--- src/hw/rtl/palette_pixel_format_converter_core_assert.svh ---
// assertion macros for the palette pixel format converter
// used by the rtl modules through `include; depends on nothing else
`ifndef PALETTE_PIXEL_FORMAT_CONVERTER_CORE_ASSERT_SVH
`define PALETTE_PIXEL_FORMAT_CONVERTER_CORE_ASSERT_SVH

// same-cycle implication, quiet during reset
`define PPFC_ASSERT_NOW(label, clk, rst_n, ante, cons) \
    label: assert property (@(posedge clk) disable iff (!rst_n) (ante) |-> (cons)) \
        else $error("ppfc: same-cycle check failed");

// next-cycle implication, quiet during reset
`define PPFC_ASSERT_NEXT(label, clk, rst_n, ante, cons) \
    label: assert property (@(posedge clk) disable iff (!rst_n) (ante) |=> (cons)) \
        else $error("ppfc: next-cycle check failed");

`endif

--- src/hw/rtl/ppfc_pkg.sv ---
// shared types, constants, tables and helper functions of the palette converter
// no dependencies; used by every rtl module of the block
`default_nettype none

package ppfc_pkg;

    // geometry
    localparam int PALETTE_ENTRIES_DEFAULT = 256;
    localparam int INDEX_W    = 8;
    localparam int CHAN_W     = 8;
    localparam int DAC_W      = 6;
    localparam int MAX_W      = 16;
    localparam int SHIFT_W    = 5;
    localparam int WORD_W     = 32;
    localparam int PROD_W     = 24;
    localparam int MODE_W     = 2;
    localparam int POS_W      = 2;
    localparam int CFG_IDX_W  = 3;
    localparam int CFG_DATA_W = 16;

    // item operations
    localparam logic OP_PIXEL = 1'b0;
    localparam logic OP_WRITE = 1'b1;

    // configuration register indexes
    localparam logic [CFG_IDX_W-1:0] CFG_BPP_MODE    = 3'd0;
    localparam logic [CFG_IDX_W-1:0] CFG_BIG_ENDIAN  = 3'd1;
    localparam logic [CFG_IDX_W-1:0] CFG_RED_MAX     = 3'd2;
    localparam logic [CFG_IDX_W-1:0] CFG_GREEN_MAX   = 3'd3;
    localparam logic [CFG_IDX_W-1:0] CFG_BLUE_MAX    = 3'd4;
    localparam logic [CFG_IDX_W-1:0] CFG_RED_SHIFT   = 3'd5;
    localparam logic [CFG_IDX_W-1:0] CFG_GREEN_SHIFT = 3'd6;
    localparam logic [CFG_IDX_W-1:0] CFG_BLUE_SHIFT  = 3'd7;

    // output width codes
    localparam logic [MODE_W-1:0] BPP_ONE  = 2'd0;
    localparam logic [MODE_W-1:0] BPP_TWO  = 2'd1;
    localparam logic [MODE_W-1:0] BPP_FOUR = 2'd2;

    // position of the final byte for each width
    localparam logic [POS_W-1:0] LAST_POS_ONE  = 2'd0;
    localparam logic [POS_W-1:0] LAST_POS_TWO  = 2'd1;
    localparam logic [POS_W-1:0] LAST_POS_FOUR = 2'd3;

    // configuration reset values
    localparam logic [MODE_W-1:0]  RST_BPP_MODE    = BPP_FOUR;
    localparam logic               RST_BIG_ENDIAN  = 1'b0;
    localparam logic [MAX_W-1:0]   RST_CHAN_MAX    = 16'd255;
    localparam logic [SHIFT_W-1:0] RST_RED_SHIFT   = 5'd16;
    localparam logic [SHIFT_W-1:0] RST_GREEN_SHIFT = 5'd8;
    localparam logic [SHIFT_W-1:0] RST_BLUE_SHIFT  = 5'd0;

    // channel scaling
    localparam logic [PROD_W-1:0] ROUND_BIAS = 24'd127;
    localparam logic [PROD_W-1:0] DIV_CONST  = 24'd255;

    // default palette layout
    localparam logic [INDEX_W-1:0] EGA_END   = 8'd16;
    localparam logic [INDEX_W-1:0] GRAY_END  = 8'd32;
    localparam logic [INDEX_W-1:0] HUE_BASE  = 8'd32;
    localparam logic [INDEX_W-1:0] HUE_END   = 8'd248;
    localparam int                 HUE_STEPS  = 24;
    localparam int                 HUE_GROUPS = 9;

    typedef struct packed {
        logic              op;
        logic [INDEX_W-1:0] color_index;
        logic [DAC_W-1:0]  entry_red;
        logic [DAC_W-1:0]  entry_green;
        logic [DAC_W-1:0]  entry_blue;
    } t_in_item;

    typedef struct packed {
        logic [CHAN_W-1:0] out_byte;
        logic              last_of_pixel;
    } t_out_item;

    typedef struct packed {
        logic [CHAN_W-1:0] red;
        logic [CHAN_W-1:0] green;
        logic [CHAN_W-1:0] blue;
    } t_rgb;

    typedef struct packed {
        logic [MODE_W-1:0]  bpp_mode;
        logic               big_endian;
        logic [MAX_W-1:0]   red_max;
        logic [MAX_W-1:0]   green_max;
        logic [MAX_W-1:0]   blue_max;
        logic [SHIFT_W-1:0] red_shift;
        logic [SHIFT_W-1:0] green_shift;
        logic [SHIFT_W-1:0] blue_shift;
    } t_cfg;

    // ega colors, 6-bit dac values r, g, b
    localparam logic [DAC_W-1:0] EGA_TAB [16][3] = '{
        '{ 0,  0,  0}, '{ 0,  0, 42}, '{ 0, 42,  0}, '{ 0, 42, 42},
        '{42,  0,  0}, '{42,  0, 42}, '{42, 21,  0}, '{42, 42, 42},
        '{21, 21, 21}, '{21, 21, 63}, '{21, 63, 21}, '{21, 63, 63},
        '{63, 21, 21}, '{63, 21, 63}, '{63, 63, 21}, '{63, 63, 63}
    };

    // gray ramp
    localparam logic [DAC_W-1:0] GRAY_TAB [16] = '{
        0, 5, 8, 11, 14, 17, 20, 24, 28, 32, 36, 40, 45, 50, 56, 63
    };

    // five levels (floor .. peak) for each peak and saturation group
    localparam logic [DAC_W-1:0] LEVEL_TAB [9][5] = '{
        '{ 0, 16, 31, 47, 63}, '{32, 40, 47, 55, 63}, '{45, 50, 54, 58, 63},
        '{ 0,  7, 14, 21, 28}, '{14, 18, 21, 24, 28}, '{20, 22, 24, 26, 28},
        '{ 0,  4,  8, 12, 16}, '{ 8, 10, 12, 14, 16}, '{11, 12, 13, 14, 16}
    };

    // level index per hue step for r, g, b
    localparam logic [2:0] HUE_TAB [24][3] = '{
        '{0,0,4}, '{1,0,4}, '{2,0,4}, '{3,0,4}, '{4,0,4}, '{4,0,3}, '{4,0,2}, '{4,0,1},
        '{4,0,0}, '{4,1,0}, '{4,2,0}, '{4,3,0}, '{4,4,0}, '{3,4,0}, '{2,4,0}, '{1,4,0},
        '{0,4,0}, '{0,4,1}, '{0,4,2}, '{0,4,3}, '{0,4,4}, '{0,3,4}, '{0,2,4}, '{0,1,4}
    };

    // 6-bit dac value to 8 bits by bit replication
    function automatic logic [CHAN_W-1:0] widen6(input logic [DAC_W-1:0] v);
        widen6 = {v, v[DAC_W-1:DAC_W-2]};
    endfunction

    // reset contents of one palette entry
    function automatic t_rgb default_entry(input logic [INDEX_W-1:0] idx);
        logic [DAC_W-1:0]   dr;
        logic [DAC_W-1:0]   dg;
        logic [DAC_W-1:0]   db;
        logic [INDEX_W-1:0] off;
        logic [3:0]         grp;
        logic [4:0]         k;
        t_rgb               e;
        dr  = '0;
        dg  = '0;
        db  = '0;
        grp = '0;
        k   = '0;
        off = idx - HUE_BASE;
        if (idx < EGA_END) begin
            dr = EGA_TAB[idx[3:0]][0];
            dg = EGA_TAB[idx[3:0]][1];
            db = EGA_TAB[idx[3:0]][2];
        end else if (idx < GRAY_END) begin
            dr = GRAY_TAB[idx[3:0]];
            dg = dr;
            db = dr;
        end else if (idx < HUE_END) begin
            for (int g = 0; g < HUE_GROUPS; g++) begin
                if (off >= INDEX_W'(HUE_STEPS * g)) begin
                    grp = 4'(g);
                    k   = 5'(off - INDEX_W'(HUE_STEPS * g));
                end
            end
            dr = LEVEL_TAB[grp][HUE_TAB[k][0]];
            dg = LEVEL_TAB[grp][HUE_TAB[k][1]];
            db = LEVEL_TAB[grp][HUE_TAB[k][2]];
        end
        e.red   = widen6(dr);
        e.green = widen6(dg);
        e.blue  = widen6(db);
        default_entry = e;
    endfunction

    // floor(x / 255) for x below 255 * 2^16: shift-add estimate, then one correction
    function automatic logic [MAX_W-1:0] div255(input logic [PROD_W-1:0] x);
        logic [PROD_W:0]    t;
        logic [MAX_W-1:0]   qe;
        logic [PROD_W-1:0]  qm;
        logic [PROD_W-1:0]  rem;
        t   = {1'b0, x} + (PROD_W+1)'(x >> 8) + (PROD_W+1)'(x >> 16);
        qe  = t[PROD_W-1:8];
        qm  = {qe, 8'b0} - PROD_W'(qe);
        rem = x - qm;
        div255 = (rem >= DIV_CONST) ? qe + 1'b1 : qe;
    endfunction

endpackage

`default_nettype wire

--- src/hw/rtl/ppfc_serial.sv ---
// byte serializer: emits one pixel word as 1, 2 or 4 bytes in either order
// depends on ppfc_pkg and the assertion header
`default_nettype none

`include "palette_pixel_format_converter_core_assert.svh"

module ppfc_serial (
    input  wire logic                    i_clk,
    input  wire logic                    i_rst_n,
    input  wire ppfc_pkg::t_cfg          i_cfg,
    input  wire logic                    i_valid,
    output logic                         o_ready,
    input  wire logic [ppfc_pkg::WORD_W-1:0] i_word,
    output logic                         o_valid,
    output ppfc_pkg::t_out_item          o_item,
    input  wire logic                    i_stall
);

    logic                           r_valid;
    logic [ppfc_pkg::POS_W-1:0]     r_cnt;
    logic [ppfc_pkg::POS_W-1:0]     r_last_pos;
    logic                           r_big;
    logic [ppfc_pkg::WORD_W-1:0]    r_word;

    logic                           out_acc;
    logic                           is_last;
    logic                           load;
    logic [ppfc_pkg::POS_W-1:0]     n_last_pos;
    logic [ppfc_pkg::POS_W-1:0]     pos;

    assign out_acc = r_valid && !i_stall;
    assign is_last = (r_cnt == r_last_pos);
    assign o_ready = !r_valid || (out_acc && is_last);
    assign load    = i_valid && o_ready;

    // final byte position from the width code; the unused code means four bytes
    always_comb begin
        case (i_cfg.bpp_mode)
            ppfc_pkg::BPP_ONE: n_last_pos = ppfc_pkg::LAST_POS_ONE;
            ppfc_pkg::BPP_TWO: n_last_pos = ppfc_pkg::LAST_POS_TWO;
            default:           n_last_pos = ppfc_pkg::LAST_POS_FOUR;
        endcase
    end

    // word and format held for the whole pixel
    always_ff @(posedge i_clk) begin
        if (load) begin
            r_word     <= i_word;
            r_last_pos <= n_last_pos;
            r_big      <= i_cfg.big_endian;
        end
    end

    // byte counter and valid
    always_ff @(posedge i_clk) begin
        if (!i_rst_n) begin
            r_valid <= 1'b0;
            r_cnt   <= '0;
        end else if (load) begin
            r_valid <= 1'b1;
            r_cnt   <= '0;
        end else if (out_acc) begin
            r_valid <= !is_last;
            r_cnt   <= r_cnt + 1'b1;
        end
    end

    // byte select
    assign pos                  = r_big ? (r_last_pos - r_cnt) : r_cnt;
    assign o_valid              = r_valid;
    assign o_item.out_byte      = r_word[{pos, 3'b000} +: ppfc_pkg::CHAN_W];
    assign o_item.last_of_pixel = is_last;

    `PPFC_ASSERT_NOW(a_cnt_in_range, i_clk, i_rst_n, r_valid, r_cnt <= r_last_pos)
    `PPFC_ASSERT_NEXT(a_bytes_contiguous, i_clk, i_rst_n, out_acc && !is_last, r_valid && (r_cnt == $past(r_cnt) + 2'd1))

endmodule

`default_nettype wire

--- config.mk ---
export PLATFORM = sky130hd
export DESIGN_NAME = ppfc_serial
export DESIGN_NICKNAME = d
export VERILOG_FILES = /design/src/hw/rtl/ppfc_pkg.sv /design/src/hw/rtl/ppfc_serial.sv
export VERILOG_INCLUDE_DIRS = /design/src /design/src/hw/rtl
export SDC_FILE = /design/constraint.sdc
export NUM_CORES = 1
export LEC_CHECK = 0
export BUFFER_PORTS_ARGS = -buffer_cell sky130_fd_sc_hd__buf_2
export CAP_MARGIN = 15
export CORE_ASPECT_RATIO = 1.25
export CORE_MARGIN = 2
export CORE_UTILIZATION = 35
export DETAILED_ROUTE_END_ITERATION = 16
export PLACE_DENSITY = 0.75
export SYNTH_ARGS = -nofsm -noshare
export SYNTH_HDL_FRONTEND = slang
export SYNTH_SLANG_ARGS = --single-unit
--- constraint.sdc ---
create_clock -name i_clk -period 1.83 [get_ports i_clk]
set_input_delay 0.0915 -clock i_clk [delete_from_list [all_inputs] [get_ports i_clk]]
set_output_delay 0.0915 -clock i_clk [all_outputs]
set_load 0.03 [all_outputs]
[After elaboration in Yosys (flattened, before gate mapping)]
Cells that the tools add are included.
Cells by class
  $add $sub $neg: 2
  eq/ne operators: 2
  shift operators: 1
  muxes and demuxes: 4
  bitwise gates (word level): 1
  reduce and logical (&&, ||, !) cells: 10
Operators by type and width (number)
  variable part select 32 x 6 -> 8 bit: 1
  one-hot mux 2 bit (2 select lines): 1
  logical AND 1 bit: 3
  logical NOT 1 bit: 3
  adder 2 x 1 -> 2 bit, second input constant: 1
  equality test 2 x 1 -> 1 bit, second input constant: 1
  equality test 2 bit: 1
  logical NOT 2 bit: 1
  2-to-1 mux 1 bit: 2
  2-to-1 mux 2 bit: 1
  nonzero test 2 bit: 1
  OR reduction 2 bit: 1
  subtractor 2 bit: 1
  logical OR 1 bit: 1
  inverter 1 bit: 1
Word-level totals
  register bits after elaboration: 38
  logic and storage cells: 25

[Longest topological paths before layout]
  depth after elaboration: 6
  mapped depth: 6
  depth with buffers taken out: 6

[Worst setup path before layout]
Ideal clock, no wire load.
  path kind: reg-to-reg
  start: reg r_cnt[0] in the netlist's numbering
  end: reg r_big, enable pin
  setup time: 0.390 ns
  arrival: 1.705 ns
  setup slack: -0.265 ns
  stages on the path, launching flop included: 5
  buffers on the path: 0
  period minus slack after synthesis: 2.095 ns
  path through: dfxtp_1 > ha_1 > a31o_2 > nand2_1 > inv_1
On the way
  longest elaborated chain between the ends: 4
Ends and longest elaborated chain
  from (decl): RTL line ppfc_serial.sv:20  | logic [ppfc_pkg::POS_W-1:0] r_cnt;
  from (signal assigned): RTL line ppfc_serial.sv:64  | r_cnt <= r_cnt + 1'b1;
  equality test 2 bit: RTL line ppfc_serial.sv:32  | assign is_last = (r_cnt == r_last_pos);
  logical AND 1 bit: RTL line ppfc_serial.sv:33  | assign o_ready = !r_valid || (out_acc && is_last);
  logical OR 1 bit: RTL line ppfc_serial.sv:33
  named net o_ready: RTL line ppfc_serial.sv:12  | output logic o_ready,
  logical AND 1 bit: RTL line ppfc_serial.sv:34  | assign load = i_valid && o_ready;
  named net load: RTL line ppfc_serial.sv:27  | logic load;
  to (signal assigned): RTL line ppfc_serial.sv:50  | r_big <= i_cfg.big_endian;
  to (decl): RTL line ppfc_serial.sv:22  | logic r_big;
The timed path passes the listed nets, and every way through them passes these cells.
A chain may end at the register's enable or synchronous reset.

==> impl_metrics.csv <==
group,metric,value,unit
run_status,outcome,"complete, but fails checks",
run_status,violations,"setup timing",
power,p_clk_share,31.8,%
sta,rsz0062_at_grt,"yes",
synth,syn_area_per_cell,20.9,um2
clock_network,clk_latency,0.28,ns
floorplanning,dieHeight,76.8,um
power,pwr-share-seq,49.9,%
final_layout,final_nets,267,
worst_setup_path,cp-end-kind,"output pin",
global_routing,grt_pass1_wl,5020,um
detailed_routing,ant_nets,0,
detailed_routing,dr_total_vias,949,
synth,syn_inst,71,
power,p_sw_share,21.9,%
clock_network,numCtsBuffers,5,
power,p_int,1.61,mW
sta,finalCriticalPeriod,1.98,ns
worst_setup_path,start_kind,"flop",
global_routing,grt_use_total,14.5,%
final_layout,multi_input_comb_area,358,um2
sta,slew_headroom,85.2,%
detailed_routing,wl,3160,um
clock_network,root_buffer,"clkbuf_8",
clock_network,cts_buffer_depth,2,
sta,period_share,108,%
power,powerDensity,868,nW/um2
place,portBuffers,49,
clock_network,path_clk_slew,0.06,ns
floorplanning,ios,113,
final_layout,seq_area,1110,um2
worst_setup_path,crit_required,1.74,ns
sta,hold_viol,0,
sta,skew,0.00290,ns
power,combPwrFrac,18.3,%
sta,max_freq,0.504,GHz
floorplanning,core,4100,um2
worst_setup_path,critical_path_arrival,1.89,ns
synth,yosysWarnings,0,
worst_setup_path,reg2reg_slack,0.21,ns
power,peakVddDrop,540,uV
place,post-place-ws,-0.0660,ns
final_layout,syn2layout_area_growth,59.6,%
floorplanning,start_util,36.2,%
sta,slew_violations,0,
place,place_congestion,0.747,
floorplanning,dieArea,4780,um2
power,power.switching,451,uW
final_layout,insertedDiodeCount,0,
global_routing,grt_max_degree,36,
sta,setup_viol_count_final,8,
detailed_routing,first_iter_violations,64,
sta,hold_slack,0.0682,ns
synth,ys_ff_latch,38,
clock_network,clock-sinks,38,
detailed_routing,wl_per_cell,14.4,um
sta,tightest_slew,0.221,ns
power,p_leak,0.945,nW
final_layout,fill_cells,328,
floorplanning,die_w,62.3,um
place,dpl.cell_count,176,
detailed_routing,drc_errors,0,
floorplanning,rows,26,
worst_hold_path,hp-class,"input port to flop",
detailed_routing,drt_first_pass_iters,7,
global_routing,grt-ovfl-total,0,
synth,synthesis.area,1490,um2
worst_setup_path,worstSetupPathType,"flop to output pin",
final_layout,drive_gt1_share,47.6,%
global_routing,antenna_found_initial,0,
final_layout,stdcell_count,220,
synth,yosysSeqAreaShare,74.8,%
synth,syn-num-nets,174,
global_routing,grt_pass1_vias,1060,
sta,finalWorstSetupSlack,-0.153,ns
clock_network,cts_tree,"built",
synth,yosysUniqueCellTypes,18,
detailed_routing,viasPerCell,4.31,
clock_network,cts_max_level,2,
worst_setup_path,crit_fanout,8,
place,hpwlAfterDp,1820,um
run,maxCapViolCount,0,
[state kept, by name (all words and copies together), names as in the netlist]
signal,flops
o_valid,1
r_word,32
r_big,1
r_cnt,2
r_last_pos,2
[cells in the final DEF, fill, tap and decap left out, types with 3 or more instances in the layout]
cell type and instances:
clkbuf_8 5, mux4_2 8, buf_2 41, xnor2_1 3
inv_1 3, buf_6 9, dlygate4sd3_1 34, edfxtp_1 35
[through the flow]
step	area [um2]	power (mW)	setup TNS, ns	util [%]
after floorplan	1520	1.20	-0.615	-
final	2370	2.06	-1.17	57.8
after CTS	2370	2.09	-1.29	57.8
after global routing	2370	2.16	-2.06	57.8
after detailed placement	1850	1.30	-0.183	45.1
after global placement	1850	1.29	-0.0583	45.1
[layer usage]
| layer | vias to the layer above | share of wire, % | GRT usage [%] |
|---|---|---|---|
| met5 | - | 0 | 0 |
| met1 | 446 | 38 | 14.5 |
| met4 | 0 | 0.32 | 3.33 |
| li1 | 457 | - | - |
| met2 | 44 | 56 | 27.3 |
| met3 | 2 | 6.1 | 6.30 |
[what timing repair did]
action	in CTS	in global routing
hold buffers	34	0
buffers inserted	3	0
endpoints found under the setup margin	8	8
gates resized for setup	29	0
hold endpoints to repair	34	0
pin swaps	2	0
[final timing paths]
check,start,endpoint,cells past startpoint
setup / recovery,r_last_pos[0],o_item[1],7
setup reg to reg,r_last_pos[0],r_word[24],7
hold reg to reg,o_valid,o_valid,3
hold / removal,i_cfg[64],r_last_pos[0],2
[synthesized netlist by cell type (all sizes together)]
library cell	n	share of area (%)
a31o	1	0.59
o21ai	1	0.59
xnor2	3	1.8
nand2	4	1.0
and3	2	0.84
ha	1	0.84
inv	5	1.3
and2	1	0.42
dfxtp	3	4.0
a21boi	1	0.51
mux4	8	14
edfxtp	35	71
xor2	2	1.7
buf	1	0.51
or2	1	0.42
nand3	1	0.34
clkbuf	1	0.25
[power by group through the flow]
| stage | clock (mW) | sequential, mW | combinational (mW) |
|---|---|---|---|
| 3_5_place_dp | 0 | 1.04 | 0.258 |
| 4_1_cts | 0.682 | 1.03 | 0.378 |
| 2_1_floorplan | 0 | 1.04 | 0.159 |
| 5_1_grt | 0.731 | 1.03 | 0.401 |
| 6_report | 0.654 | 1.03 | 0.377 |
| 3_3_place_gp | 0 | 1.04 | 0.250 |
[critical path, cell delays in order (launching register included)]
cell and delay [ns]:
edfxtp_1 0.34, inv_2 0.04, ha_4 0.27, nand2_4 0.05, o21ai_4 0.07, buf_12 0.16
mux4_2 0.52, buf_6 0.16
[final cells by class]
cell class / instances / share of cell area [%]
clock inverter: 2 / 1.43
timing repair buffer: 88 / 29.6
inverter: 5 / 0.950
multi-input combinational: 26 / 15.1
clock buffer: 5 / 2.90
sequential: 38 / 47.0
tap: 56 / 2.96
[cell families after synthesis]
kind of cell | share of synthesized area [%]
simple gates | 3.03
compound gates | 1.69
buf+inv | 2.02
flops | 74.8
mux | 14.2
fa+ha+maj | 0.842
xor+xnor | 3.45
(Power assumes the default switching activity.)
