$ cat src/hw/rtl/palette_pixel_format_converter_core_assert.svh
// assertion macros for the palette pixel format converter
// used by the rtl modules through `include; depends on nothing else
`ifndef PALETTE_PIXEL_FORMAT_CONVERTER_CORE_ASSERT_SVH
`define PALETTE_PIXEL_FORMAT_CONVERTER_CORE_ASSERT_SVH

// same-cycle implication, quiet during reset
`define PPFC_ASSERT_NOW(label, clk, rst_n, ante, cons) \
    label: assert property (@(posedge clk) disable iff (!rst_n) (ante) |-> (cons)) \
        else $error("ppfc: same-cycle check failed");

// next-cycle implication, quiet during reset
`define PPFC_ASSERT_NEXT(label, clk, rst_n, ante, cons) \
    label: assert property (@(posedge clk) disable iff (!rst_n) (ante) |=> (cons)) \
        else $error("ppfc: next-cycle check failed");

`endif

$ cat src/hw/rtl/ppfc_pkg.sv
// shared types, constants, tables and helper functions of the palette converter
// no dependencies; used by every rtl module of the block
`default_nettype none

package ppfc_pkg;

    // geometry
    localparam int PALETTE_ENTRIES_DEFAULT = 256;
    localparam int INDEX_W    = 8;
    localparam int CHAN_W     = 8;
    localparam int DAC_W      = 6;
    localparam int MAX_W      = 16;
    localparam int SHIFT_W    = 5;
    localparam int WORD_W     = 32;
    localparam int PROD_W     = 24;
    localparam int MODE_W     = 2;
    localparam int POS_W      = 2;
    localparam int CFG_IDX_W  = 3;
    localparam int CFG_DATA_W = 16;

    // item operations
    localparam logic OP_PIXEL = 1'b0;
    localparam logic OP_WRITE = 1'b1;

    // configuration register indexes
    localparam logic [CFG_IDX_W-1:0] CFG_BPP_MODE    = 3'd0;
    localparam logic [CFG_IDX_W-1:0] CFG_BIG_ENDIAN  = 3'd1;
    localparam logic [CFG_IDX_W-1:0] CFG_RED_MAX     = 3'd2;
    localparam logic [CFG_IDX_W-1:0] CFG_GREEN_MAX   = 3'd3;
    localparam logic [CFG_IDX_W-1:0] CFG_BLUE_MAX    = 3'd4;
    localparam logic [CFG_IDX_W-1:0] CFG_RED_SHIFT   = 3'd5;
    localparam logic [CFG_IDX_W-1:0] CFG_GREEN_SHIFT = 3'd6;
    localparam logic [CFG_IDX_W-1:0] CFG_BLUE_SHIFT  = 3'd7;

    // output width codes
    localparam logic [MODE_W-1:0] BPP_ONE  = 2'd0;
    localparam logic [MODE_W-1:0] BPP_TWO  = 2'd1;
    localparam logic [MODE_W-1:0] BPP_FOUR = 2'd2;

    // position of the final byte for each width
    localparam logic [POS_W-1:0] LAST_POS_ONE  = 2'd0;
    localparam logic [POS_W-1:0] LAST_POS_TWO  = 2'd1;
    localparam logic [POS_W-1:0] LAST_POS_FOUR = 2'd3;

    // configuration reset values
    localparam logic [MODE_W-1:0]  RST_BPP_MODE    = BPP_FOUR;
    localparam logic               RST_BIG_ENDIAN  = 1'b0;
    localparam logic [MAX_W-1:0]   RST_CHAN_MAX    = 16'd255;
    localparam logic [SHIFT_W-1:0] RST_RED_SHIFT   = 5'd16;
    localparam logic [SHIFT_W-1:0] RST_GREEN_SHIFT = 5'd8;
    localparam logic [SHIFT_W-1:0] RST_BLUE_SHIFT  = 5'd0;

    // channel scaling
    localparam logic [PROD_W-1:0] ROUND_BIAS = 24'd127;
    localparam logic [PROD_W-1:0] DIV_CONST  = 24'd255;

    // default palette layout
    localparam logic [INDEX_W-1:0] EGA_END   = 8'd16;
    localparam logic [INDEX_W-1:0] GRAY_END  = 8'd32;
    localparam logic [INDEX_W-1:0] HUE_BASE  = 8'd32;
    localparam logic [INDEX_W-1:0] HUE_END   = 8'd248;
    localparam int                 HUE_STEPS  = 24;
    localparam int                 HUE_GROUPS = 9;

    typedef struct packed {
        logic              op;
        logic [INDEX_W-1:0] color_index;
        logic [DAC_W-1:0]  entry_red;
        logic [DAC_W-1:0]  entry_green;
        logic [DAC_W-1:0]  entry_blue;
    } t_in_item;

    typedef struct packed {
        logic [CHAN_W-1:0] out_byte;
        logic              last_of_pixel;
    } t_out_item;

    typedef struct packed {
        logic [CHAN_W-1:0] red;
        logic [CHAN_W-1:0] green;
        logic [CHAN_W-1:0] blue;
    } t_rgb;

    typedef struct packed {
        logic [MODE_W-1:0]  bpp_mode;
        logic               big_endian;
        logic [MAX_W-1:0]   red_max;
        logic [MAX_W-1:0]   green_max;
        logic [MAX_W-1:0]   blue_max;
        logic [SHIFT_W-1:0] red_shift;
        logic [SHIFT_W-1:0] green_shift;
        logic [SHIFT_W-1:0] blue_shift;
    } t_cfg;

    // ega colors, 6-bit dac values r, g, b
    localparam logic [DAC_W-1:0] EGA_TAB [16][3] = '{
        '{ 0,  0,  0}, '{ 0,  0, 42}, '{ 0, 42,  0}, '{ 0, 42, 42},
        '{42,  0,  0}, '{42,  0, 42}, '{42, 21,  0}, '{42, 42, 42},
        '{21, 21, 21}, '{21, 21, 63}, '{21, 63, 21}, '{21, 63, 63},
        '{63, 21, 21}, '{63, 21, 63}, '{63, 63, 21}, '{63, 63, 63}
    };

    // gray ramp
    localparam logic [DAC_W-1:0] GRAY_TAB [16] = '{
        0, 5, 8, 11, 14, 17, 20, 24, 28, 32, 36, 40, 45, 50, 56, 63
    };

    // five levels (floor .. peak) for each peak and saturation group
    localparam logic [DAC_W-1:0] LEVEL_TAB [9][5] = '{
        '{ 0, 16, 31, 47, 63}, '{32, 40, 47, 55, 63}, '{45, 50, 54, 58, 63},
        '{ 0,  7, 14, 21, 28}, '{14, 18, 21, 24, 28}, '{20, 22, 24, 26, 28},
        '{ 0,  4,  8, 12, 16}, '{ 8, 10, 12, 14, 16}, '{11, 12, 13, 14, 16}
    };

    // level index per hue step for r, g, b
    localparam logic [2:0] HUE_TAB [24][3] = '{
        '{0,0,4}, '{1,0,4}, '{2,0,4}, '{3,0,4}, '{4,0,4}, '{4,0,3}, '{4,0,2}, '{4,0,1},
        '{4,0,0}, '{4,1,0}, '{4,2,0}, '{4,3,0}, '{4,4,0}, '{3,4,0}, '{2,4,0}, '{1,4,0},
        '{0,4,0}, '{0,4,1}, '{0,4,2}, '{0,4,3}, '{0,4,4}, '{0,3,4}, '{0,2,4}, '{0,1,4}
    };

    // 6-bit dac value to 8 bits by bit replication
    function automatic logic [CHAN_W-1:0] widen6(input logic [DAC_W-1:0] v);
        widen6 = {v, v[DAC_W-1:DAC_W-2]};
    endfunction

    // reset contents of one palette entry
    function automatic t_rgb default_entry(input logic [INDEX_W-1:0] idx);
        logic [DAC_W-1:0]   dr;
        logic [DAC_W-1:0]   dg;
        logic [DAC_W-1:0]   db;
        logic [INDEX_W-1:0] off;
        logic [3:0]         grp;
        logic [4:0]         k;
        t_rgb               e;
        dr  = '0;
        dg  = '0;
        db  = '0;
        grp = '0;
        k   = '0;
        off = idx - HUE_BASE;
        if (idx < EGA_END) begin
            dr = EGA_TAB[idx[3:0]][0];
            dg = EGA_TAB[idx[3:0]][1];
            db = EGA_TAB[idx[3:0]][2];
        end else if (idx < GRAY_END) begin
            dr = GRAY_TAB[idx[3:0]];
            dg = dr;
            db = dr;
        end else if (idx < HUE_END) begin
            for (int g = 0; g < HUE_GROUPS; g++) begin
                if (off >= INDEX_W'(HUE_STEPS * g)) begin
                    grp = 4'(g);
                    k   = 5'(off - INDEX_W'(HUE_STEPS * g));
                end
            end
            dr = LEVEL_TAB[grp][HUE_TAB[k][0]];
            dg = LEVEL_TAB[grp][HUE_TAB[k][1]];
            db = LEVEL_TAB[grp][HUE_TAB[k][2]];
        end
        e.red   = widen6(dr);
        e.green = widen6(dg);
        e.blue  = widen6(db);
        default_entry = e;
    endfunction

    // floor(x / 255) for x below 255 * 2^16: shift-add estimate, then one correction
    function automatic logic [MAX_W-1:0] div255(input logic [PROD_W-1:0] x);
        logic [PROD_W:0]    t;
        logic [MAX_W-1:0]   qe;
        logic [PROD_W-1:0]  qm;
        logic [PROD_W-1:0]  rem;
        t   = {1'b0, x} + (PROD_W+1)'(x >> 8) + (PROD_W+1)'(x >> 16);
        qe  = t[PROD_W-1:8];
        qm  = {qe, 8'b0} - PROD_W'(qe);
        rem = x - qm;
        div255 = (rem >= DIV_CONST) ? qe + 1'b1 : qe;
    endfunction

endpackage

`default_nettype wire

$ cat src/hw/rtl/ppfc_scale.sv
// channel scaling to configured maxima and pixel word assembly, two stages
// depends on ppfc_pkg and the assertion header
`default_nettype none

`include "palette_pixel_format_converter_core_assert.svh"

module ppfc_scale (
    input  wire logic                          i_clk,
    input  wire logic                          i_rst_n,
    input  wire ppfc_pkg::t_cfg                i_cfg,
    input  wire logic                          i_valid,
    output logic                               o_ready,
    input  wire ppfc_pkg::t_rgb                i_entry,
    output logic                               o_valid,
    input  wire logic                          i_ready,
    output logic [ppfc_pkg::WORD_W-1:0]        o_word
);

    logic                          r_p_valid;
    logic [ppfc_pkg::PROD_W-1:0]   r_x_red;
    logic [ppfc_pkg::PROD_W-1:0]   r_x_green;
    logic [ppfc_pkg::PROD_W-1:0]   r_x_blue;
    logic                          r_w_valid;
    logic [ppfc_pkg::WORD_W-1:0]   r_word;

    logic                          p_ready;
    logic                          w_ready;
    logic [ppfc_pkg::PROD_W-1:0]   n_x_red;
    logic [ppfc_pkg::PROD_W-1:0]   n_x_green;
    logic [ppfc_pkg::PROD_W-1:0]   n_x_blue;
    logic [ppfc_pkg::WORD_W-1:0]   n_word;

    assign w_ready = !r_w_valid || i_ready;
    assign p_ready = !r_p_valid || w_ready;
    assign o_ready = p_ready;

    // stage p: channel times maximum plus rounding bias
    assign n_x_red   = ppfc_pkg::PROD_W'(i_entry.red)   * ppfc_pkg::PROD_W'(i_cfg.red_max)
                     + ppfc_pkg::ROUND_BIAS;
    assign n_x_green = ppfc_pkg::PROD_W'(i_entry.green) * ppfc_pkg::PROD_W'(i_cfg.green_max)
                     + ppfc_pkg::ROUND_BIAS;
    assign n_x_blue  = ppfc_pkg::PROD_W'(i_entry.blue)  * ppfc_pkg::PROD_W'(i_cfg.blue_max)
                     + ppfc_pkg::ROUND_BIAS;

    always_ff @(posedge i_clk) begin
        if (i_valid && p_ready) begin
            r_x_red   <= n_x_red;
            r_x_green <= n_x_green;
            r_x_blue  <= n_x_blue;
        end
    end

    // stage w: divide by 255, shift into place, merge; high bits fall off
    assign n_word = (ppfc_pkg::WORD_W'(ppfc_pkg::div255(r_x_red))   << i_cfg.red_shift)
                  | (ppfc_pkg::WORD_W'(ppfc_pkg::div255(r_x_green)) << i_cfg.green_shift)
                  | (ppfc_pkg::WORD_W'(ppfc_pkg::div255(r_x_blue))  << i_cfg.blue_shift);

    always_ff @(posedge i_clk) begin
        if (r_p_valid && w_ready) begin
            r_word <= n_word;
        end
    end

    // stage valids
    always_ff @(posedge i_clk) begin
        if (!i_rst_n) begin
            r_p_valid <= 1'b0;
            r_w_valid <= 1'b0;
        end else begin
            if (p_ready) begin
                r_p_valid <= i_valid;
            end
            if (w_ready) begin
                r_w_valid <= r_p_valid;
            end
        end
    end

    assign o_valid = r_w_valid;
    assign o_word  = r_word;

    `PPFC_ASSERT_NEXT(a_word_holds, i_clk, i_rst_n, r_w_valid && !i_ready, r_w_valid && $stable(r_word))

endmodule

`default_nettype wire

$ cat config.mk
export PLATFORM = sky130hd
export DESIGN_NAME = ppfc_scale
export DESIGN_NICKNAME = d
export VERILOG_FILES = /design/src/hw/rtl/ppfc_pkg.sv /design/src/hw/rtl/ppfc_scale.sv
export VERILOG_INCLUDE_DIRS = /design/src /design/src/hw/rtl
export SDC_FILE = /design/constraint.sdc
export NUM_CORES = 1
export LEC_CHECK = 0
export ABC_CLOCK_PERIOD_IN_PS = 15200
export BUFFER_PORTS_ARGS = -buffer_cell sky130_fd_sc_hd__buf_2
export CAP_MARGIN = 40
export CORE_ASPECT_RATIO = 1.1
export CORE_MARGIN = 4
export CORE_UTILIZATION = 35
export DETAILED_ROUTE_END_ITERATION = 7
export GPL_TIMING_DRIVEN = 0
export PLACE_DENSITY = 0.6
export SYNTH_ARGS = -nofsm -noshare
export SYNTH_HDL_FRONTEND = slang
export SYNTH_SLANG_ARGS = --single-unit
$ cat constraint.sdc
create_clock -name i_clk -period 15.2 [get_ports i_clk]
set_clock_uncertainty 0.15 [all_clocks]
set_input_delay 0.76 -clock i_clk [delete_from_list [all_inputs] [get_ports i_clk]]
set_output_delay 0.76 -clock i_clk [all_outputs]
set_load 0.1 [all_outputs]
### After elaboration in Yosys (flattened, before gate mapping)

Cells that the tools add are included.

| word-level totals | value |
|---|---|
| bits in registers | 106 |
| input bits | 94 |
| output and inout bits | 34 |
| word-level logic and storage cells | 44 |

| cells by class | value |
|---|---|
| add/sub/neg operators | 18 |
| multipliers | 3 |
| $lt $le $gt $ge | 3 |
| shift-type cells | 3 |
| muxes and demuxes | 3 |
| bitwise logic cells | 2 |
| reductions and logical operators | 6 |

Operators by type and width:

| operator | number |
|---|---|
| 16-bit by 5-bit << shifter with 32-bit output | 3 |
| 24-bit by 16-bit adder with 24-bit output | 3 |
| 24-bit by 7-bit adder with 24-bit output (second input constant) | 3 |
| 24-bit by 8-bit adder with 24-bit output | 3 |
| 24-bit by 8-bit >= comparator with 1-bit output (second input constant) | 3 |
| 8-bit by 16-bit multiplier with 24-bit output | 3 |
| 24-bit by 16-bit subtractor with 24-bit output | 3 |
| 24-bit subtractor | 3 |
| 32-bit bitwise OR | 2 |
| 16-bit by 1-bit adder with 16-bit output (second input constant) | 3 |
| 16-bit 2-to-1 mux | 3 |
| 1-bit logical AND | 2 |
| 1-bit logical NOT | 2 |
| 1-bit logical OR | 2 |

### Depth between registers and ports, before layout

Gate-level depths: netlist of run 1.

| depth | value |
|---|---|
| word-level depth | 9 |
| gate-level depth with buffers | 36 |
| depth with buffers taken out | 33 |

### Worst setup path after synthesis of run 1

No wires, ideal clock.

| timing path | value |
|---|---|
| path kind | register to register |
| from | register r_x_green[19] (netlist name) |
| to | register r_word (netlist bit o_word[18]) (data pin) |
| library setup time | 272 ps |
| arrival time | 8252 ps |
| required time | 14778 ps |
| path slack | 6526 ps |
| stages on the path, launching flop included | 34 |
| buffers on the path | 2 |
| period minus slack after synthesis | 8674 ps |
| path through | edfxtp_1 -> inv_1 -> fa_1 -> inv_1 -> ha_1 -> and4b_1 -> a221oi_1 -> o311a_1 -> a211o_1 -> nand2_1 -> a221oi_2 -> inv_1 -> ha_1 -> clkbuf_1 -> inv_1 -> fa_1 -> inv_1 -> ha_1 -> nor3b_1 -> a2111oi_0 -> o2111ai_1 -> a311oi_1 -> nand4_1 -> or4_1 -> or4_1 -> nand3b_4 -> buf_6 -> o311ai_0 -> mux2i_1 -> o211ai_1 -> nor3_1 -> a21oi_1 -> a221o_1 -> or4_1 |

| on the way | value |
|---|---|
| cells in the longest elaborated chain, start to end | 9 |
| elaborated cells on any way between the ends | 10 |
| those cells by class | add/sub: 5; order compare: 1; shift: 1; mux: 1; bitwise: 2 |

RTL lines:

| element | line | text |
|---|---|---|
| from (decl) | ppfc_scale.sv:21 | `logic [ppfc_pkg::PROD_W-1:0] r_x_green;` |
| from (signal assigned) | ppfc_scale.sv:48 | `r_x_green <= n_x_green;` |
| 24-bit by 16-bit adder with 24-bit output | ppfc_pkg.sv:173 | `t = {1'b0, x} + (PROD_W+1)'(x >> 8) + (PROD_W+1)'(x >> 16);` |
| 24-bit by 8-bit adder with 24-bit output | ppfc_pkg.sv:173 |  |
| 24-bit by 16-bit subtractor with 24-bit output | ppfc_pkg.sv:175 | `qm = {qe, 8'b0} - PROD_W'(qe);` |
| 24-bit subtractor | ppfc_pkg.sv:176 | `rem = x - qm;` |
| 24-bit by 8-bit >= comparator with 1-bit output | ppfc_pkg.sv:177 | `div255 = (rem >= DIV_CONST) ? qe + 1'b1 : qe;` |
| 16-bit 2-to-1 mux * | ppfc_pkg.sv:177 |  |
| 16-bit by 5-bit << shifter with 32-bit output * | ppfc_scale.sv:55 | `\| (ppfc_pkg::WORD_W'(ppfc_pkg::div255(r_x_green)) << i_cfg.green_shift)` |
| 32-bit bitwise OR * | ppfc_scale.sv:55 |  |
| 32-bit bitwise OR * | ppfc_scale.sv:56 | `\| (ppfc_pkg::WORD_W'(ppfc_pkg::div255(r_x_blue)) << i_cfg.blue_shift);` |
| via n_word (one bit) | ppfc_scale.sv:31 | `logic [ppfc_pkg::WORD_W-1:0] n_word;` |
| to (signal assigned) | ppfc_scale.sv:60 | `r_word <= n_word;` |
| to (decl) | ppfc_scale.sv:24 | `logic [ppfc_pkg::WORD_W-1:0] r_word;` |

Mark *: on every way through the listed nets, which the timed path passes. The rest lies on a longest branch.
A chain may end at the register's enable or synchronous reset.

### Worst setup path in the final report of run 1

| timing path | value |
|---|---|
| from | register r_x_green[19] (netlist name) |
| to | register r_word (netlist bit o_word[24]) (data pin) |

Same word-level chain as after synthesis.

==> results.tsv, run 1 <==
stage	metric	value	unit
critical_path	critical_path_class	register to register	
sta	fin_setup_tns	0	ps
floorplan	start_util	35.36	%
synth	ys_seq_area_share	10.53	%
sta	setup_violations	0	
synth	synth_ff_type	edfxtp_1	
sta	tightest_slew	884.0	ps
critical_path	path_common_cell	inv_1	
synth	synthCells	3644	
placed_design	port_buffers	112	
sta	rsz0062_at_grt	no	
status	status	completed	
grt	grt.met1_usage	26.65	%
clock_network	root_buffer	clkbuf_16	
grt	antenna_found_initial	2	
critical_path	r2r_start	r_x_green[19]$_DFFE_PP_	
synth	synth_area_leaders	fa_1 (21%), ha_1 (14%), edfxtp_1 (10%), inv_1 (6.6%), nand2_1 (5.2%)	
synth	synth_cell_types	103	
grt	grt_max_degree	69	
sta	finalCritPeriodShare	69.46	%
grt	grt_busiest_layer	met2	
synth	yosysWarnings	0	
worst_hold_path	worst_hold_path_type	register to register	
detailed_routing	drt_iter0_markers	1949	
floorplan	coreArea	84920	um^2
sta	fin_crit	10560	ps
detailed_routing	ant_nets	0	
synth	syn_area	30030	um^2
detailed_routing	wl_per_cell	17.79	um
grt	grt_overflow_total	0	
critical_path	critPathRequiredTime	15120	ps
critical_path	slowest_stage	o311ai_0	
critical_path	cp.arrival	10480	ps
finish	nets	4520	
detailed_routing	totalWireLength	87550	um
placed_design	placed_cell_area	32120	um^2
critical_path	endpoint	o_word[24]$_DFFE_PP_	
clock_network	cts.htree.levels	3	
synth	synth.most_common_cell	inv_1	
placed_design	place_hpwl	73740	um
clock_network	cts_resized	0	
floorplan	die_h	315.2	um
clock_network	clk_pin_slew	80	ps
synth	syn_area_per_cell	8.240	um^2
sta	slew_viol_final	0	
worst_hold_path	hold_start	r_p_valid$_SDFFE_PN0N_	
finish	fillers	8931	
floorplan	die_w	287.3	um
clock_network	clk_latency	400	ps
critical_path	start_kind	register	
synth	ys_seq_elements	106	
clock_network	clk_path_buf_depth	2	
critical_path	reg2reg_slack	4640	ps
clock_network	cts.sinks	106	
critical_path	reg2reg_to	o_word[24]$_DFFE_PP_	
floorplan	rows	112	
finish	drive_gt1_share	6.455	%
grt	use_met2	31.50	%
critical_path	cp-end-kind	register	
job	drv_cap	0	
finish	design_area	32390	um^2
clock_network	tritoncts	yes	
grt	grt_use_total	19.21	%
detailed_routing	dr.pass1.iters	6	
synth	async_reset_ff_share	0	%
sta	max_freq	94.71	MHz
floorplan	ios	128	
clock_network	cts_buffers	9	
critical_path	max_stage_delay	780	ps
synth	synthDominantCellAreaShare	21.00	%
critical_path	r2r_cells	32	
grt	grt_pass1_wl	141800	um
critical_path	cp-startpoint	r_x_green[19]$_DFFE_PP_	
synth	synth_common_cells	inv_1 (530), nand2_1 (418), ha_1 (336)	
sta	hold_viol	0	
clock_network	cts_hold_buf	0	
clock_network	cts_setup_buffers	0	
floorplan	fp.dieArea	90550	um^2
detailed_routing	detailroute.via_count	27010	
grt	use_met3	1.988	%
synth	synth_top_area_cell	fa_1	
critical_path	path_max_fanout	10	
sta	relSlewSlack	40.32	%
detailed_routing	via_per_inst	5.487	
placed_design	gp_congestion	0.9750	
synth	synth_edf_count	104	
finish	syn_to_final_growth	7.880	%
grt	grt_pass1_vias	26420	
detailed_routing	route.detailed.drc	0	
synth	syn_nets	4389	
cells by family after synthesis:
group	Yosys count	synth area share, %
and+or+nand+nor	1213	20.15
AOI/OAI and AO/OA	764	18.20
buffers and inverters	676	8.584
adders and majority gates	651	35.00
xor gates and xnor gates	163	4.779
DFF	106	10.53
muxes	71	2.750
critical path, delay by kind of cell, from the launching register on:
kind	cells	cell delay, ps
AOI/OAI and AO/OA	11	3960
adders and majority gates	5	2010
buffers and inverters	7	1170
DFF	1	530
muxes	1	270
and+or+nand+nor	8	2130
cells in the final DEF (no fill, tap or decap), drive strengths merged, types with 27 or more instances in the layout:
master and n:
nor2 171, inv 532, o21ai 94, clkbuf 125, a31oi 36, buf 142, and2 205, nor3 86
a211oi 29, mux2i 42, fa 315, o211ai 46, a21o 59, and3 31, edfxtp 104, xnor2 112
xor2 51, ha 336, a21oi 168, nand3 99, nor4 27, nor2b 27, o21bai 39, or3 28
nand2 418, nand4 35
routing by layer:
metal,vias to the layer above,wire [um]
met1,13080,39500
met5,-,0
li1,12900,-
met3,129,5114
met4,0,2439
met2,906,40500
through the flow:
| step | util, % | instances | hold slack, ps | setup slack, ps |
|---|---|---|---|---|
| floorplan | - | 3644 | 326.8 | 6526 |
| global placement | 37.70 | 4896 | 367.8 | 4718 |
| detailed placement | 37.83 | 4904 | 382.7 | 4759 |
| CTS | 38.14 | 4920 | 401.3 | 4749 |
| global route | 38.14 | 4920 | 436.3 | 4110 |
| finish | 38.15 | 4922 | 407.8 | 4642 |
how the worst min path moves through the flow:
stage                                 to  slack [ps]  cells past startpoint
finish              o_valid$_SDFFE_PN0P_         410                      1
global route        o_valid$_SDFFE_PN0P_         440                      2
CTS                 o_valid$_SDFFE_PN0P_         400                      2
detailed placement  o_valid$_SDFFE_PN0P_         380                      1
global placement    o_valid$_SDFFE_PN0P_         370                      1
floorplan           o_valid$_SDFFE_PN0P_         330                      1
state kept, by name (all words and copies together) (netlist names):
register	cells
o_word	32
r_p_valid	1
r_x_blue	24
r_x_red	24
o_valid	1
r_x_green	24
cell type report:
type,count,area (um^2),area share [%]
sequential,106,3163,9.764
inverter,541,2031,6.269
multi-input combinational,2862,24310,75.04
clock inverter,4,28.78,0.08884
buffer,135,546.8,1.688
antenna,2,5.005,0.01545
timing repair buffer,120,646.9,1.997
tap,1140,1426,4.403
clock buffer,12,236.5,0.7300
Power of run 1 is left out: the tool's default activity adds up to more than one toggle a clock period on the data nets, which glitch-free logic cannot reach.
==> inputs of run 2 (changes only) <==
ABC_CLOCK_PERIOD_IN_PS = 9200   (was 15200)
PLACE_DENSITY = 0.62   (was 0.6)
clock period = 9.2 ns   (was 15.2 ns; I/O delays follow)
==> run 2 against run 1 <==
Against the previous run: sequential share of layout area down 0.25 points; flip-flop and latch count stayed put; non-clock buffer count rose by 32; global-route usage decreased by 0.16 points; cell area rose by 2.6%; routed wire length increased by 0.20%; count of clock-buffer cells in the layout is 1 lower; critical path depth is the same.
==> results.tsv, run 2 (synthesis gave the netlist of run 1 again) <==
stage	metric	value	unit	change
status	status	completed		
critical_path	path_max_fanout	10		unchanged
clock_network	cts_buffers	9		unchanged
floorplan	start_util	35.36	%	unchanged
sta	max_freq	112.2	MHz	+18%
finish	syn_to_final_growth	10.73	%	
detailed_routing	totalWireLength	87730	um	+0.20%
placed_design	port_buffers	112		unchanged
sta	finalCritPeriodShare	96.87	%	+27 points
grt	antenna_found_initial	2		unchanged
placed_design	place_hpwl	72880	um	-1.2%
critical_path	max_stage_delay	600	ps	-180 ps
clock_network	clk_pin_slew	80	ps	about the same
detailed_routing	via_per_inst	5.503		+0.29%
clock_network	cts.htree.levels	3		unchanged
finish	largest_reg_flops	32		unchanged
critical_path	critical_path_class	register to register		
grt	grt_max_degree	68		-1.4%
grt	grt_use_total	19.05	%	-0.16 points
clock_network	cts.sinks	106		unchanged
finish	nets	4552		+0.71%
clock_network	root_buffer	clkbuf_16		
floorplan	die_w	287.3	um	unchanged
floorplan	rows	112		unchanged
finish	fillers	8784		-1.6%
critical_path	cp-end-kind	register		
sta	fin_setup_tns	0	ps	unchanged
detailed_routing	dr.pass1.iters	6		unchanged
critical_path	critPathRequiredTime	9160	ps	-5960 ps
placed_design	gp_congestion	0.9696		-0.55%
sta	hold_viol	0		unchanged
floorplan	ios	128		unchanged
sta	slew_viol_final	0		unchanged
finish	fin_util	39.15	%	+1.0 points
clock_network	clk_latency	400	ps	about the same
detailed_routing	detailroute.via_count	27260		+0.93%
sta	relSlewSlack	35.63	%	-4.7 points
sta	fin_crit	8912	ps	-1647 ps
critical_path	start_kind	register		
floorplan	coreArea	84920	um^2	unchanged
detailed_routing	ant_nets	0		unchanged
detailed_routing	wl_per_cell	17.71	um	-0.43%
critical_path	cp.arrival	8870	ps	-1610 ps
clock_network	clk_path_buf_depth	2		unchanged
grt	grt_pass1_wl	141000	um	-0.56%
clock_network	tritoncts	yes		
grt	grt_overflow_total	0		unchanged
finish	drive_gt1_share	9.391	%	+2.9 points
finish	final_common_cell	inv_1		
critical_path	slowest_stage	a41oi_1		
detailed_routing	route.detailed.drc	0		unchanged
floorplan	fp.dieArea	90550	um^2	unchanged
sta	setup_violations	0		unchanged
worst_hold_path	worst_hold_path_type	input pin to register		
job	drv_cap	0		unchanged
finish	layout_common_cells	inv_1 (523), nand2_1 (418), ha_1 (321)		
detailed_routing	drt_iter0_markers	2012		+3.2%
sta	tightest_slew	963.1	ps	+79.03 ps
floorplan	die_h	315.2	um	unchanged
grt	grt_pass1_vias	26350		-0.25%
[run 2: changes by cell type in the layout (fill, tap and decap cells not counted), sizes merged]
cell / delta
buf: +44
clkbuf: -14
clkinv: -2
clkinvlp: +2
bufinv: +1
clkdlybuf4s15: +1
diode: -1
[run 2: path summary, 6_finish.rpt]
kind                                         startpoint  slack (ps)  cells after the start                    to
worst min register to register   r_p_valid$_SDFFE_PN0N_         400                      1  o_valid$_SDFFE_PN0P_
worst max-delay path            r_x_green[11]$_DFFE_PP_         290                     32  o_word[20]$_DFFE_PP_
worst max register to register  r_x_green[11]$_DFFE_PP_         290                     32  o_word[20]$_DFFE_PP_
worst min-delay path                            i_rst_n         120                      2  o_valid$_SDFFE_PN0P_
[run 2: timing repair]
item,in CTS,in global routing
pin swaps,8,22
endpoints found under the setup margin,32,29
setup buffers,15,30
hold buffers,0,0
gates resized for setup,43,63
endpoints found under the hold margin,0,0
[run 2: metrics by stage]
stage	cells	hold WS, ps	cell area, um^2	worst slack [ps]
floorplan	3644	326.8	30030	526.3
global placement	4896	365.9	32010	-1307
detailed placement	4904	373.0	32140	-1328
CTS	4930	98.50	32760	28.83
global route	4952	127.7	33250	-95.26
finish	4953	124.7	33250	288.4
[run 2: area by class of cell]
| cell class | count | area [um^2] | area share (%) |
|---|---|---|---|
| clock inverter | 5 | 62.56 | 0.1881 |
| antenna | 1 | 2.502 | 0.007526 |
| timing repair buffer | 165 | 1003 | 3.018 |
| tap | 1140 | 1426 | 4.290 |
| inverter | 541 | 2038 | 6.130 |
| buffer | 122 | 509.2 | 1.532 |
| multi-input combinational | 2862 | 24800 | 74.59 |
| sequential | 106 | 3163 | 9.513 |
| clock buffer | 11 | 242.7 | 0.7300 |
[run 2: worst max-delay path: cells and delay by family, from the launching register on]
| family | cells | cell delay [ps] |
|---|---|---|
| compound gates | 14 | 3720 |
| fa+ha+maj | 5 | 1890 |
| buf+inv | 6 | 580 |
| flops | 1 | 400 |
| simple gates | 7 | 1870 |
[run 2: routing by layer]
metal  global-route usage, %  routed length [um]  up-vias
met5                       0                   0        -
met1                   26.58               39950    13230
li1                        -                   -    12950
met2                   31.79               40980      948
met4                   5.306                2151        0
met3                   1.490                4640      130
Power of run 2 is left out for the same reason.
